<file path="src/hw/rtl/icf_pkg.sv">
package icf_pkg;

	// Factorial of any operand above this is zero modulo 2^64 and below.
	localparam int FACT_CAP = 80;

	localparam int PC_W = 4;

	typedef logic [3:0]      op_t;
	typedef logic [2:0]      cond_t;
	typedef logic [PC_W-1:0] pc_t;

	// Datapath operations
	localparam op_t OP_NOP       = 4'd0;
	localparam op_t OP_LOAD      = 4'd1;
	localparam op_t OP_MUL_INIT  = 4'd2;
	localparam op_t OP_MUL_STEP  = 4'd3;
	localparam op_t OP_DIV_INIT  = 4'd4;
	localparam op_t OP_DIV_STEP  = 4'd5;
	localparam op_t OP_DIV_FIX   = 4'd6;
	localparam op_t OP_FACT_A    = 4'd7;
	localparam op_t OP_FACT_STEP = 4'd8;
	localparam op_t OP_FACT_B    = 4'd9;
	localparam op_t OP_EMIT      = 4'd10;

	// Jump conditions
	localparam cond_t C_NEVER     = 3'd0;
	localparam cond_t C_ALWAYS    = 3'd1;
	localparam cond_t C_NO_INPUT  = 3'd2;
	localparam cond_t C_LOOP      = 3'd3;
	localparam cond_t C_FACT_LIVE = 3'd4;
	localparam cond_t C_OUT_BUSY  = 3'd5;

	// Program step addresses
	localparam pc_t PC_WAIT   = 4'd0;
	localparam pc_t PC_MUL    = 4'd2;
	localparam pc_t PC_DIV    = 4'd4;
	localparam pc_t PC_FACT_A = 4'd7;
	localparam pc_t PC_FACT_B = 4'd9;
	localparam pc_t PC_EMIT   = 4'd10;
	localparam pc_t PC_LAST   = 4'd11;

	typedef struct packed {
		op_t   op;
		cond_t cond;
		pc_t   target;
	} ucode_t;

	typedef struct packed {
		logic in_valid;
		logic out_busy;
		logic loop_more;
		logic fact_done;
	} flags_t;

	function automatic ucode_t ucode_rom(input pc_t pc);
		ucode_t w;
		case (pc)
			4'd0:    w = '{OP_LOAD,      C_NO_INPUT,  PC_WAIT};
			4'd1:    w = '{OP_MUL_INIT,  C_NEVER,     PC_WAIT};
			4'd2:    w = '{OP_MUL_STEP,  C_LOOP,      PC_MUL};
			4'd3:    w = '{OP_DIV_INIT,  C_NEVER,     PC_WAIT};
			4'd4:    w = '{OP_DIV_STEP,  C_LOOP,      PC_DIV};
			4'd5:    w = '{OP_DIV_FIX,   C_NEVER,     PC_WAIT};
			4'd6:    w = '{OP_FACT_A,    C_NEVER,     PC_WAIT};
			4'd7:    w = '{OP_FACT_STEP, C_FACT_LIVE, PC_FACT_A};
			4'd8:    w = '{OP_FACT_B,    C_NEVER,     PC_WAIT};
			4'd9:    w = '{OP_FACT_STEP, C_FACT_LIVE, PC_FACT_B};
			4'd10:   w = '{OP_EMIT,      C_OUT_BUSY,  PC_EMIT};
			4'd11:   w = '{OP_NOP,       C_ALWAYS,    PC_WAIT};
			default: w = '{OP_NOP,       C_ALWAYS,    PC_WAIT};
		endcase
		return w;
	endfunction

endpackage

</file>
<file path="src/hw/rtl/icf_seq.sv">
module icf_seq (
	input  logic             clk,
	input  logic             arst_n,
	input  icf_pkg::flags_t  flags,
	output icf_pkg::ucode_t  ucode
);
	import icf_pkg::*;

	pc_t  pc_q;
	logic take;

	assign ucode = ucode_rom(pc_q);

	always_comb begin
		case (ucode.cond)
			C_NEVER:     take = 1'b0;
			C_ALWAYS:    take = 1'b1;
			C_NO_INPUT:  take = !flags.in_valid;
			C_LOOP:      take = flags.loop_more;
			C_FACT_LIVE: take = !flags.fact_done;
			C_OUT_BUSY:  take = flags.out_busy;
			default:     take = 1'b0;
		endcase
	end

	always_ff @(posedge clk or negedge arst_n) begin
		if (!arst_n) begin
			pc_q <= PC_WAIT;
		end else if (take) begin
			pc_q <= ucode.target;
		end else begin
			pc_q <= pc_q + pc_t'(1);
		end
	end

endmodule

</file>
<file path="src/hw/rtl/integer_calc_with_factorial.sv">
// Integer calculator: each input item carries two signed operands (a in the low
// half of s_tdata, b above it) and yields one result item with a+b, a-b, a/b
// truncated toward zero, the low bits of a*b, and a! and b! modulo
// 2^DATA_WIDTH. Flags in m_tuser mark a zero divisor (quotient then reads 0)
// and a negative operand (its factorial then reads 1). A small microcode
// program steps a shared datapath: a bit-serial shift-add multiply and a
// restoring divide of DATA_WIDTH steps each, then one narrow multiply per
// factorial term. The factorial multiplications done per operand are n-1
// for n of 2 or more, stopping once the running product wraps to zero, and
// none above 80. Items are taken one at a time; the next item is accepted
// while the previous result still waits in the output register.
module integer_calc_with_factorial #(
	parameter int DATA_WIDTH = 32
) (
	input  logic                                   clk,
	input  logic                                   arst_n,
	input  logic                                   s_tvalid,
	output logic                                   s_tready,
	// operand_a, operand_b
	input  logic [((2*DATA_WIDTH+7)/8)*8-1:0]      s_tdata,
	output logic                                   m_tvalid,
	input  logic                                   m_tready,
	// sum, difference, quotient, product, factorial_a, factorial_b
	output logic [((6*DATA_WIDTH+7)/8)*8-1:0]      m_tdata,
	// divide_by_zero, a_negative, b_negative
	output logic [2:0]                             m_tuser
);
	import icf_pkg::*;

	localparam int DW    = DATA_WIDTH;
	localparam int OUT_W = ((6*DATA_WIDTH+7)/8)*8;
	localparam int MAXN  = (DATA_WIDTH > FACT_CAP) ? DATA_WIDTH : FACT_CAP;
	localparam int CNT_W = $clog2(MAXN + 2);
	localparam int CMP_W = (DATA_WIDTH > CNT_W) ? DATA_WIDTH : CNT_W;

	ucode_t ucode;
	flags_t flags;

	// Operands and working registers
	logic [DW-1:0]    a_q, b_q;
	logic [DW-1:0]    prod_q;      // product accumulator
	logic [DW-1:0]    rem_q;       // multiplicand, then division remainder
	logic [DW-1:0]    sh_q;        // multiplier, then dividend/quotient shifter
	logic [DW-1:0]    dvs_q;       // divisor magnitude
	logic [DW-1:0]    quo_q;
	logic [DW-1:0]    n_q;         // factorial argument
	logic [DW-1:0]    acc_q;       // factorial running product
	logic [DW-1:0]    fa_q;
	logic [CNT_W-1:0] cnt_q;       // step count, or factorial term

	// Output register
	logic [OUT_W-1:0] m_tdata_q;
	logic [2:0]       m_tuser_q;
	logic             m_tvalid_q;

	logic             s_fire, emit_fire, out_busy;
	logic [DW:0]      div_t, div_d;
	logic             div_ge;
	logic [DW+CNT_W-1:0] fact_mul;
	logic             fact_done;
	logic [DW-1:0]    mag_a, mag_b;
	logic             a_zero_init, b_zero_init;

	assign out_busy  = m_tvalid_q && !m_tready;
	assign s_tready  = (ucode.op == OP_LOAD);
	assign s_fire    = s_tvalid && s_tready;
	assign emit_fire = (ucode.op == OP_EMIT) && !out_busy;

	assign mag_a = a_q[DW-1] ? (~a_q + DW'(1)) : a_q;
	assign mag_b = b_q[DW-1] ? (~b_q + DW'(1)) : b_q;

	// Restoring divide: shift in the next dividend bit, subtract if it fits.
	assign div_t  = {rem_q, sh_q[DW-1]};
	assign div_d  = div_t - {1'b0, dvs_q};
	assign div_ge = !div_d[DW];

	assign fact_mul  = acc_q * cnt_q;
	assign fact_done = n_q[DW-1] || (acc_q == '0) || (CMP_W'(cnt_q) > CMP_W'(n_q));

	// Above the cap the factorial is already zero, so start from zero.
	assign a_zero_init = !a_q[DW-1] && (CMP_W'(a_q) > CMP_W'(FACT_CAP));
	assign b_zero_init = !b_q[DW-1] && (CMP_W'(b_q) > CMP_W'(FACT_CAP));

	assign flags.in_valid  = s_tvalid;
	assign flags.out_busy  = out_busy;
	assign flags.loop_more = (cnt_q != CNT_W'(1));
	assign flags.fact_done = fact_done;

	icf_seq u_seq (
		.clk    (clk),
		.arst_n (arst_n),
		.flags  (flags),
		.ucode  (ucode)
	);

	// Datapath: each control word picks one operation.
	always_ff @(posedge clk) begin
		case (ucode.op)
			OP_LOAD: begin
				if (s_fire) begin
					a_q <= s_tdata[DW-1:0];
					b_q <= s_tdata[2*DW-1:DW];
				end
			end
			OP_MUL_INIT: begin
				prod_q <= '0;
				rem_q  <= a_q;
				sh_q   <= b_q;
				cnt_q  <= CNT_W'(DW);
			end
			OP_MUL_STEP: begin
				// add the shifted multiplicand where the multiplier bit is set
				prod_q <= prod_q + (sh_q[0] ? rem_q : '0);
				rem_q  <= {rem_q[DW-2:0], 1'b0};
				sh_q   <= {1'b0, sh_q[DW-1:1]};
				cnt_q  <= cnt_q - CNT_W'(1);
			end
			OP_DIV_INIT: begin
				rem_q <= '0;
				sh_q  <= mag_a;
				dvs_q <= mag_b;
				cnt_q <= CNT_W'(DW);
			end
			OP_DIV_STEP: begin
				rem_q <= div_ge ? div_d[DW-1:0] : div_t[DW-1:0];
				sh_q  <= {sh_q[DW-2:0], div_ge};
				cnt_q <= cnt_q - CNT_W'(1);
			end
			OP_DIV_FIX: begin
				// apply the sign; a zero divisor forces zero
				if (b_q == '0) begin
					quo_q <= '0;
				end else if (a_q[DW-1] != b_q[DW-1]) begin
					quo_q <= ~sh_q + DW'(1);
				end else begin
					quo_q <= sh_q;
				end
			end
			OP_FACT_A: begin
				n_q   <= a_q;
				acc_q <= a_zero_init ? '0 : DW'(1);
				cnt_q <= CNT_W'(2);
			end
			OP_FACT_STEP: begin
				if (!fact_done) begin
					acc_q <= fact_mul[DW-1:0];
					cnt_q <= cnt_q + CNT_W'(1);
				end
			end
			OP_FACT_B: begin
				fa_q  <= acc_q;
				n_q   <= b_q;
				acc_q <= b_zero_init ? '0 : DW'(1);
				cnt_q <= CNT_W'(2);
			end
			default: begin
			end
		endcase
	end

	// Output payload: load once the result register is free.
	always_ff @(posedge clk) begin
		if (emit_fire) begin
			m_tdata_q <= OUT_W'({acc_q, fa_q, prod_q, quo_q, a_q - b_q, a_q + b_q});
			m_tuser_q <= {b_q[DW-1], a_q[DW-1], (b_q == '0)};
		end
	end

	always_ff @(posedge clk or negedge arst_n) begin
		if (!arst_n) begin
			m_tvalid_q <= 1'b0;
		end else if (emit_fire) begin
			m_tvalid_q <= 1'b1;
		end else if (m_tready) begin
			m_tvalid_q <= 1'b0;
		end
	end

	assign m_tvalid = m_tvalid_q;
	assign m_tdata  = m_tdata_q;
	assign m_tuser  = m_tuser_q;

	// An accepted item always starts the multiply.
	a_load_then_mul: assert property (@(posedge clk) disable iff (!arst_n)
		s_fire |=> (ucode.op == OP_MUL_INIT))
		else $error("accepted item did not start the program");

	// A result only appears through the emit step.
	a_valid_from_emit: assert property (@(posedge clk) disable iff (!arst_n)
		$rose(m_tvalid_q) |-> $past(emit_fire))
		else $error("result valid raised outside emit");

	// A pending result is never overwritten.
	a_no_overwrite: assert property (@(posedge clk) disable iff (!arst_n)
		(m_tvalid_q && !m_tready) |=> $stable(m_tdata_q) && m_tvalid_q)
		else $error("pending result changed");

	// A zero divisor always reports a zero quotient.
	a_dz_quotient: assert property (@(posedge clk) disable iff (!arst_n)
		(m_tvalid_q && m_tuser_q[0]) |-> (m_tdata_q[3*DW-1:2*DW] == '0))
		else $error("nonzero quotient with zero divisor");

endmodule
</file>
<file path="config.mk">
export PLATFORM = sky130hd
export DESIGN_NAME = integer_calc_with_factorial
export DESIGN_NICKNAME = d
export VERILOG_FILES = /design/src/hw/rtl/icf_pkg.sv /design/src/hw/rtl/icf_seq.sv /design/src/hw/rtl/integer_calc_with_factorial.sv
export SDC_FILE = /design/constraint.sdc
export NUM_CORES = 1
export LEC_CHECK = 0
export ABC_AREA = 0
export BUFFER_PORTS_ARGS = -buffer_cell sky130_fd_sc_hd__buf_2
export CAP_MARGIN = 30
export CELL_PAD_IN_SITES_DETAIL_PLACEMENT = 0
export CELL_PAD_IN_SITES_GLOBAL_PLACEMENT = 1
export CORE_MARGIN = 2
export CORE_UTILIZATION = 49
export CTS_CLUSTER_SIZE = 8
export DETAILED_ROUTE_END_ITERATION = 12
export PLACE_DENSITY = 0.87
export SETUP_SLACK_MARGIN = 0.02
export SLEW_MARGIN = 5
export SYNTH_ARGS = -nofsm -noshare
export SYNTH_HDL_FRONTEND = slang
export SYNTH_SLANG_ARGS = --single-unit
export TNS_END_PERCENT = 20
</file>
<file path="constraint.sdc">
create_clock -name clk -period 15.3 [get_ports clk]
set_input_delay 0 -clock clk [delete_from_list [all_inputs] [get_ports clk]]
set_output_delay 0 -clock clk [all_outputs]
set_load 0.01 [all_outputs]
</file>
# ---- Word level (Yosys, flattened, before mapping)
# Memories as Yosys holds them, arrays and structs flattened.
# Index checks and enable logic that the tools add are counted.
dict set report classes {
  n_mux 19
  eq_ne 18
  order_cmp 3
  n_addsub 10
  reduce_logical 28
  n_bitwise 3
  multipliers 1
}
# op n
set ops {}
lappend ops {{one-hot mux 32 bit (4 select lines)} 2}
lappend ops {{two-way mux 32 bit} 5}
lappend ops {{one-hot mux 32 bit (2 select lines)} 2}
lappend ops {{adder 32 x 1 -> 32 bit, second input constant} 3}
lappend ops {{inverter 32 bit} 3}
lappend ops {{one-hot mux 32 bit (3 select lines)} 1}
lappend ops {{adder 32 bit} 2}
lappend ops {{greater-than comparator 32 x 7 -> 1 bit, second input constant} 2}
lappend ops {{zero test 32 bit} 2}
lappend ops {{subtractor 33 x 32 -> 33 bit} 1}
lappend ops {{greater-than comparator 7 x 32 -> 1 bit} 1}
lappend ops {{multiplier 32 x 7 -> 32 bit} 1}
lappend ops {{subtractor 32 bit} 1}
lappend ops {{two-way mux 31 bit} 1}
lappend ops {{one-hot mux 7 bit (4 select lines)} 1}
lappend ops {{== test 4 x 3 -> 1 bit, second input constant} 4}
lappend ops {{== test 4 bit, second input constant} 3}
lappend ops {{== test 4 x 2 -> 1 bit, second input constant} 2}
lappend ops {{nonzero test 4 bit} 2}
lappend ops {{adder 7 x 1 -> 7 bit, second input constant} 1}
lappend ops {{zero test 1 bit} 7}
lappend ops {{two-way mux 7 bit} 1}
lappend ops {{inequality test 7 x 1 -> 1 bit, second input constant} 1}
lappend ops {{subtractor 7 x 1 -> 7 bit, second input constant} 1}
lappend ops {{16 further kinds} 32}
dict set report word_totals {
  ff_bits 527
  mem_count 1
  inputBits 68
  rom_bits 176
  output_inout_bits 197
}
# name words word_bits read_ports rd_clocked_by_memory_dff write_ports line_no
set mem_list {}
lappend mem_list {{(name not given)} 16 11 1 0 0 icf_pkg.sv:57} ;# case (pc)

# ---- Longest topological paths before layout
dict set report depth {
  depth_word 6
  mapped_depth 23
  ltp_nobuf 20
}

# ---- Hierarchy
# From an unflattened synthesis, not the netlist that was laid out.
dict set report unflattened {
  hier_cells 2964
  area_unflattened_um2 33291.9
}
# module instances cells_each seq_area_each_um2 area_each_um2
set by_module_without_submodules {}
lappend by_module_without_submodules {integer_calc_with_factorial 1 2908 15670.0 32777.7}
lappend by_module_without_submodules {icf_seq 1 56 100.1 514.2}

# ---- Worst setup path after synthesis
# Ideal clock, no wire load.
dict set report synth_path {
  kind {register -> register}
  start {reg u_seq.pc_q[0]}
  end {reg m_tdata_q[100], in the netlist m_tdata[100], enable pin}
  n_path_buf 0
  setup_ns 0.773
  stages_incl_launch_ff 7
  t_required_ns 14.527
  t_arrival_ns 10.084
  period_less_slack_ns 10.857
  slack_ns 4.443
  cell_sequence {dfrtp_1 > ha_1 > xnor2_1 > nand2_1 > o21a_1 > or3_1 > nor2b_1}
}
dict set report synth_via {
  elab_chain_cells 3
}
# element line_no
set synth_rtl {}
lappend synth_rtl {{start, declared} icf_seq.sv:9} ;# pc_t pc_q;
lappend synth_rtl {{start signal, assigned} icf_seq.sv:30} ;# pc_q <= ucode.target;
lappend synth_rtl {{start signal, assigned} icf_seq.sv:32} ;# pc_q <= pc_q + pc_t'(1);
lappend synth_rtl {{memory read (16 x 11 bit)} -}
lappend synth_rtl {{== test 4 bit} integer_calc_with_factorial.sv:67} ;# assign emit_fire = (ucode.op == OP_EMIT) && !out_busy;
lappend synth_rtl {{logical AND 1 bit} integer_calc_with_factorial.sv:67}
lappend synth_rtl {{net emit_fire} integer_calc_with_factorial.sv:56} ;# logic s_fire, emit_fire, out_busy;
lappend synth_rtl {{end signal, assigned} integer_calc_with_factorial.sv:164} ;# m_tdata_q <= OUT_W'({acc_q, fa_q, prod_q, quo_q, a_q - b_q, a_q + b_q});
lappend synth_rtl {{end, declared} integer_calc_with_factorial.sv:52} ;# logic [OUT_W-1:0] m_tdata_q;
# The timed path passes the listed nets, and every way through them passes these cells.
# A chain may end at the register's enable or synchronous reset.

# ---- Final worst setup path
dict set report layout_path {
  start {reg cnt_q[6]}
  end {reg acc_q[31], data pin}
}
dict set report layout_via {
  elab_chain_cells 3
}
# element line_no
set layout_rtl {}
lappend layout_rtl {{start, declared} integer_calc_with_factorial.sv:49} ;# logic [CNT_W-1:0] cnt_q;
lappend layout_rtl {{start signal, assigned} integer_calc_with_factorial.sv:109} ;# cnt_q <= CNT_W'(DW);
lappend layout_rtl {{start signal, assigned} integer_calc_with_factorial.sv:116} ;# cnt_q <= cnt_q - CNT_W'(1);
lappend layout_rtl {{start signal, assigned} integer_calc_with_factorial.sv:122} ;# cnt_q <= CNT_W'(DW);
lappend layout_rtl {{multiplier 32 x 7 -> 32 bit} integer_calc_with_factorial.sv:77} ;# assign fact_mul = acc_q * cnt_q;
lappend layout_rtl {{two-way mux 32 bit} integer_calc_with_factorial.sv:145} ;# if (!fact_done) begin
lappend layout_rtl {{one-hot mux 32 bit (3 select lines)} integer_calc_with_factorial.sv:98} ;# case (ucode.op)
lappend layout_rtl {{end signal, assigned} integer_calc_with_factorial.sv:141} ;# acc_q <= a_zero_init ? '0 : DW'(1);
lappend layout_rtl {{end signal, assigned} integer_calc_with_factorial.sv:146} ;# acc_q <= fact_mul[DW-1:0];
lappend layout_rtl {{end signal, assigned} integer_calc_with_factorial.sv:153} ;# acc_q <= b_zero_init ? '0 : DW'(1);
lappend layout_rtl {{end, declared} integer_calc_with_factorial.sv:47} ;# logic [DW-1:0] acc_q;
# Every way passes these cells. The select of a mux whose other input is x is not followed.

==> impl_metrics.toml <==
[logic_synthesis]
yosys_warnings = 0
synth_area_um2 = 33100
synth_ff_type = "edfxtp_1"
avgSynthCellArea_um2 = 11.1
synth_cell_type_count = 80
async_reset_ff_share_pct = 0.951
synthCells = 2997
synth-edff-count = 521
ys_seq_area_share_pct = 47.6
ys_ff_latch = 526
synth_fp_nets = 3382

[global_route]
overflow = 0
grt_antenna_before_repair = 1
grt_usage_pct = 25.3
grt_start_max_net_pins = 68
grt_pass1_wl_um = 139000
grt_pass1_vias = 24700

[critical_path]
startpoint = "cnt_q[6]"
required_ns = 15.65
path_cells = "nand2_1, fa_1, fa_1, inv_1, fa_1, inv_1, fa_1, inv_1, ha_1, o21a_1, o31ai_1, a211oi_1, a311o_1, nand2_1, o211ai_1, a31oi_1, xnor2_1, nor2_1"
crit_path_start_kind = "register"
end_kind = "register"
path_max_fanout = 29
crit_arrival_ns = 6.38
cp-endpoint = "acc_q[31]"
critPathMostFrequentCell = "fa_1"
r2r_start = "cnt_q[6]"
reg2reg_depth = 18
slowest_delay_ns = 0.95
r2r-end = "acc_q[31]"
crit_slowest_cell = "edfxtp_1"
critPathKind = "register to register"
reg2reg_setup_slack_ns = 9.26

[die]
start_util_pct = 49.4
pin_count = 265
die_y_um = 264
row_count = 95
die_w_um = 264
coreArea_um2 = 67000
die_area_um2 = 69700

[placed_design]
place.port_buffers = 264
dp_hpwl_um = 63500
place_congestion = 0.893

[sta]
drv_slew = 0
grt_setup_unrepaired = "false"
relSlewSlack_pct = 30.5
period_minus_slack_ns = 6.04
clock_skew_ns = 0.0337
setup_viol = 0
fmax_ghz = 0.166
fin_crit_sh_pct = 39.4
worst_pin_slew_ns = 1.04
hold_viol_final = 0
fin_tns_setup_ns = 0

[layout]
area_delta_synth_final_pct = 15.5
n_antenna_cell = 0
drive_gt1_share_pct = 13.6
finalNetCount = 3711

[clock_network]
cts_tree = "built"
cts_max_level = 3
clock_path_buffers = 3
clkLatencyLatePin_ns = 0.62
path_clk_slew_ns = 0.06
numCtsBuffers = 76
root_buffer = "clkbuf_16"
clock_sinks = 526

[drt]
vias_per_cell = 5.84
drt-wirelength-per-cell_um = 21.0
vias = 24600
drtIter0Drc = 2228
routed_wl_um = 88400
firstDrtPassIters = 7
final_antenna_net_count = 0
drc_errors = 0

[flow_run]
drv_cap = 0

[worst_hold_path]
hold_path.class = "primary input to register"

[status]
outcome = "finished clean"
cell usage after synthesis, types with 7 or more instances:
| cell | n | area share, % |
|---|---|---|
| edfxtp_1 | 521 | 47 |
| inv_1 | 283 | 3.2 |
| nor2_1 | 241 | 2.7 |
| nand2_1 | 197 | 2.2 |
| ha_1 | 181 | 6.8 |
| a21oi_1 | 167 | 2.5 |
| and2_1 | 164 | 3.1 |
| xnor2_1 | 141 | 3.7 |
| fa_1 | 136 | 8.2 |
| o21ai_0 | 118 | 1.8 |
| clkbuf_1 | 98 | 1.1 |
| xor2_1 | 89 | 2.4 |
| nor3_1 | 56 | 0.85 |
| a21o_1 | 40 | 0.91 |
| nand2b_1 | 36 | 0.68 |
| o31ai_1 | 32 | 0.72 |
| mux2_2 | 30 | 1.0 |
| nor2b_1 | 28 | 0.53 |
| or3_1 | 25 | 0.47 |
| nand3_1 | 24 | 0.36 |
| nor4_1 | 23 | 0.43 |
| o21a_1 | 23 | 0.52 |
| o21bai_1 | 23 | 0.52 |
| a31oi_1 | 22 | 0.42 |
| a22oi_1 | 21 | 0.48 |
| a221o_1 | 18 | 0.54 |
| and3_1 | 18 | 0.34 |
| a211oi_1 | 17 | 0.39 |
| nand4_1 | 17 | 0.32 |
| o221ai_1 | 14 | 0.37 |
| o41ai_1 | 14 | 0.37 |
| o211ai_1 | 12 | 0.27 |
| o22ai_1 | 12 | 0.23 |
| or4_1 | 12 | 0.27 |
| o31a_1 | 11 | 0.29 |
| mux2i_1 | 10 | 0.30 |
| or2_2 | 10 | 0.19 |
| a222oi_1 | 7 | 0.21 |
critical path: cells and delay by family (launching register included):
| kind | cells | cell delay, ns |
|---|---|---|
| AOI/OAI and AO/OA | 6 | 1.57 |
| DFF | 1 | 0.95 |
| and+or+nand+nor | 3 | 0.41 |
| buffers and inverters | 3 | 0.15 |
| xor gates and xnor gates | 1 | 0.18 |
| adders and majority gates | 5 | 2.48 |
registers in the layout, summed over array words and instances, names as in the netlist:
signal / cells
cnt_q: 7
prod_q: 32
rem_q: 32
fa_q: 32
m_tuser: 3
n_q: 32
acc_q: 32
m_tdata: 191
u_seq.pc_q: 4
b_q: 32
a_q: 32
m_tvalid: 1
quo_q: 32
dvs_q: 32
sh_q: 32
through the flow:
stage	instances	utilization [%]	setup slack (ns)	instance area, um^2	hold WS, ns
after floorplan	2997	-	4.44	33100	-0.296
after global placement	4047	52.7	8.90	35400	-0.154
after detailed placement	4053	52.9	9.34	35500	-0.151
after CTS	4218	57.0	9.29	38200	0.0588
after global routing	4219	57.1	8.91	38300	0.0738
final	4219	57.1	9.26	38300	0.0816
area by class of cell:
cell class | instances | area (um^2)
clock inverter | 9 | 121
multi-input combinational | 2072 | 15900
inverter | 284 | 1070
fill | 5468 | 28800
sequential | 526 | 15800
tap | 873 | 1090
timing repair buffer | 366 | 2340
clock buffer | 89 | 1970
kinds of logic (layout without fill, tap and decap cells):
kind of cell	after synthesis	count (layout)	synth area share, %
simple gates	874	874	13.1
buf+inv	399	748	4.61
mux	40	40	1.32
xor+xnor	230	230	6.08
flops	526	526	47.6
compound gates	611	611	12.2
fa+ha+maj	317	317	15.1
worst min-delay path by stage:
stage | start | endpoint | cells past startpoint
6_report | s_tdata[29] | a_q[29] | 2
5_1_grt | s_tdata[29] | a_q[29] | 2
4_1_cts | s_tdata[30] | a_q[30] | 2
3_5_place_dp | arst_n | m_tvalid | 1
3_3_place_gp | arst_n | m_tvalid | 1
2_1_floorplan | arst_n | m_tvalid | 0
cells in the final DEF, fill, tap and decap left out, types with 18 or more instances in the layout:
cell             n
nand2b_1        36
a31oi_1         22
buf_4           29
a221o_1         18
o21a_1          23
dlygate4sd3_1   67
a22oi_1         21
xor2_1          88
nor4_1          23
fa_1           136
ha_1           181
o31ai_1         32
o21bai_1        23
nand2_1        197
nor2_1         234
xnor2_1        141
nor3_1          55
inv_1          283
buf_2          265
nor2b_1         27
o21ai_0        117
nand3_1         24
and2_1         164
clkbuf_16       77
a21o_1          40
a21oi_1        167
mux2_2          30
or3_1           25
edfxtp_1       521
repair_timing:
| action | in CTS | in global routing |
|---|---|---|
| endpoints found under the hold margin | 70 | 0 |
| gates resized for setup | 0 | 0 |
| hold buffers | 67 | 0 |
| buffers inserted | 0 | 0 |
metal layers:
layer  vias up  part of all wire, %  routed length (um)  track usage (%)
met5         -                0.015                  13                0
met4         2                  2.8                2500             8.65
met3       154                  8.7                7680             4.59
met2      1137                   44               38900             38.0
met1     12100                   44               39300             36.9
li1      11300                    -                   -                -
Power is left out: the tool's default activity adds up to more than one toggle a clock period on the data nets, which glitch-free logic cannot reach.
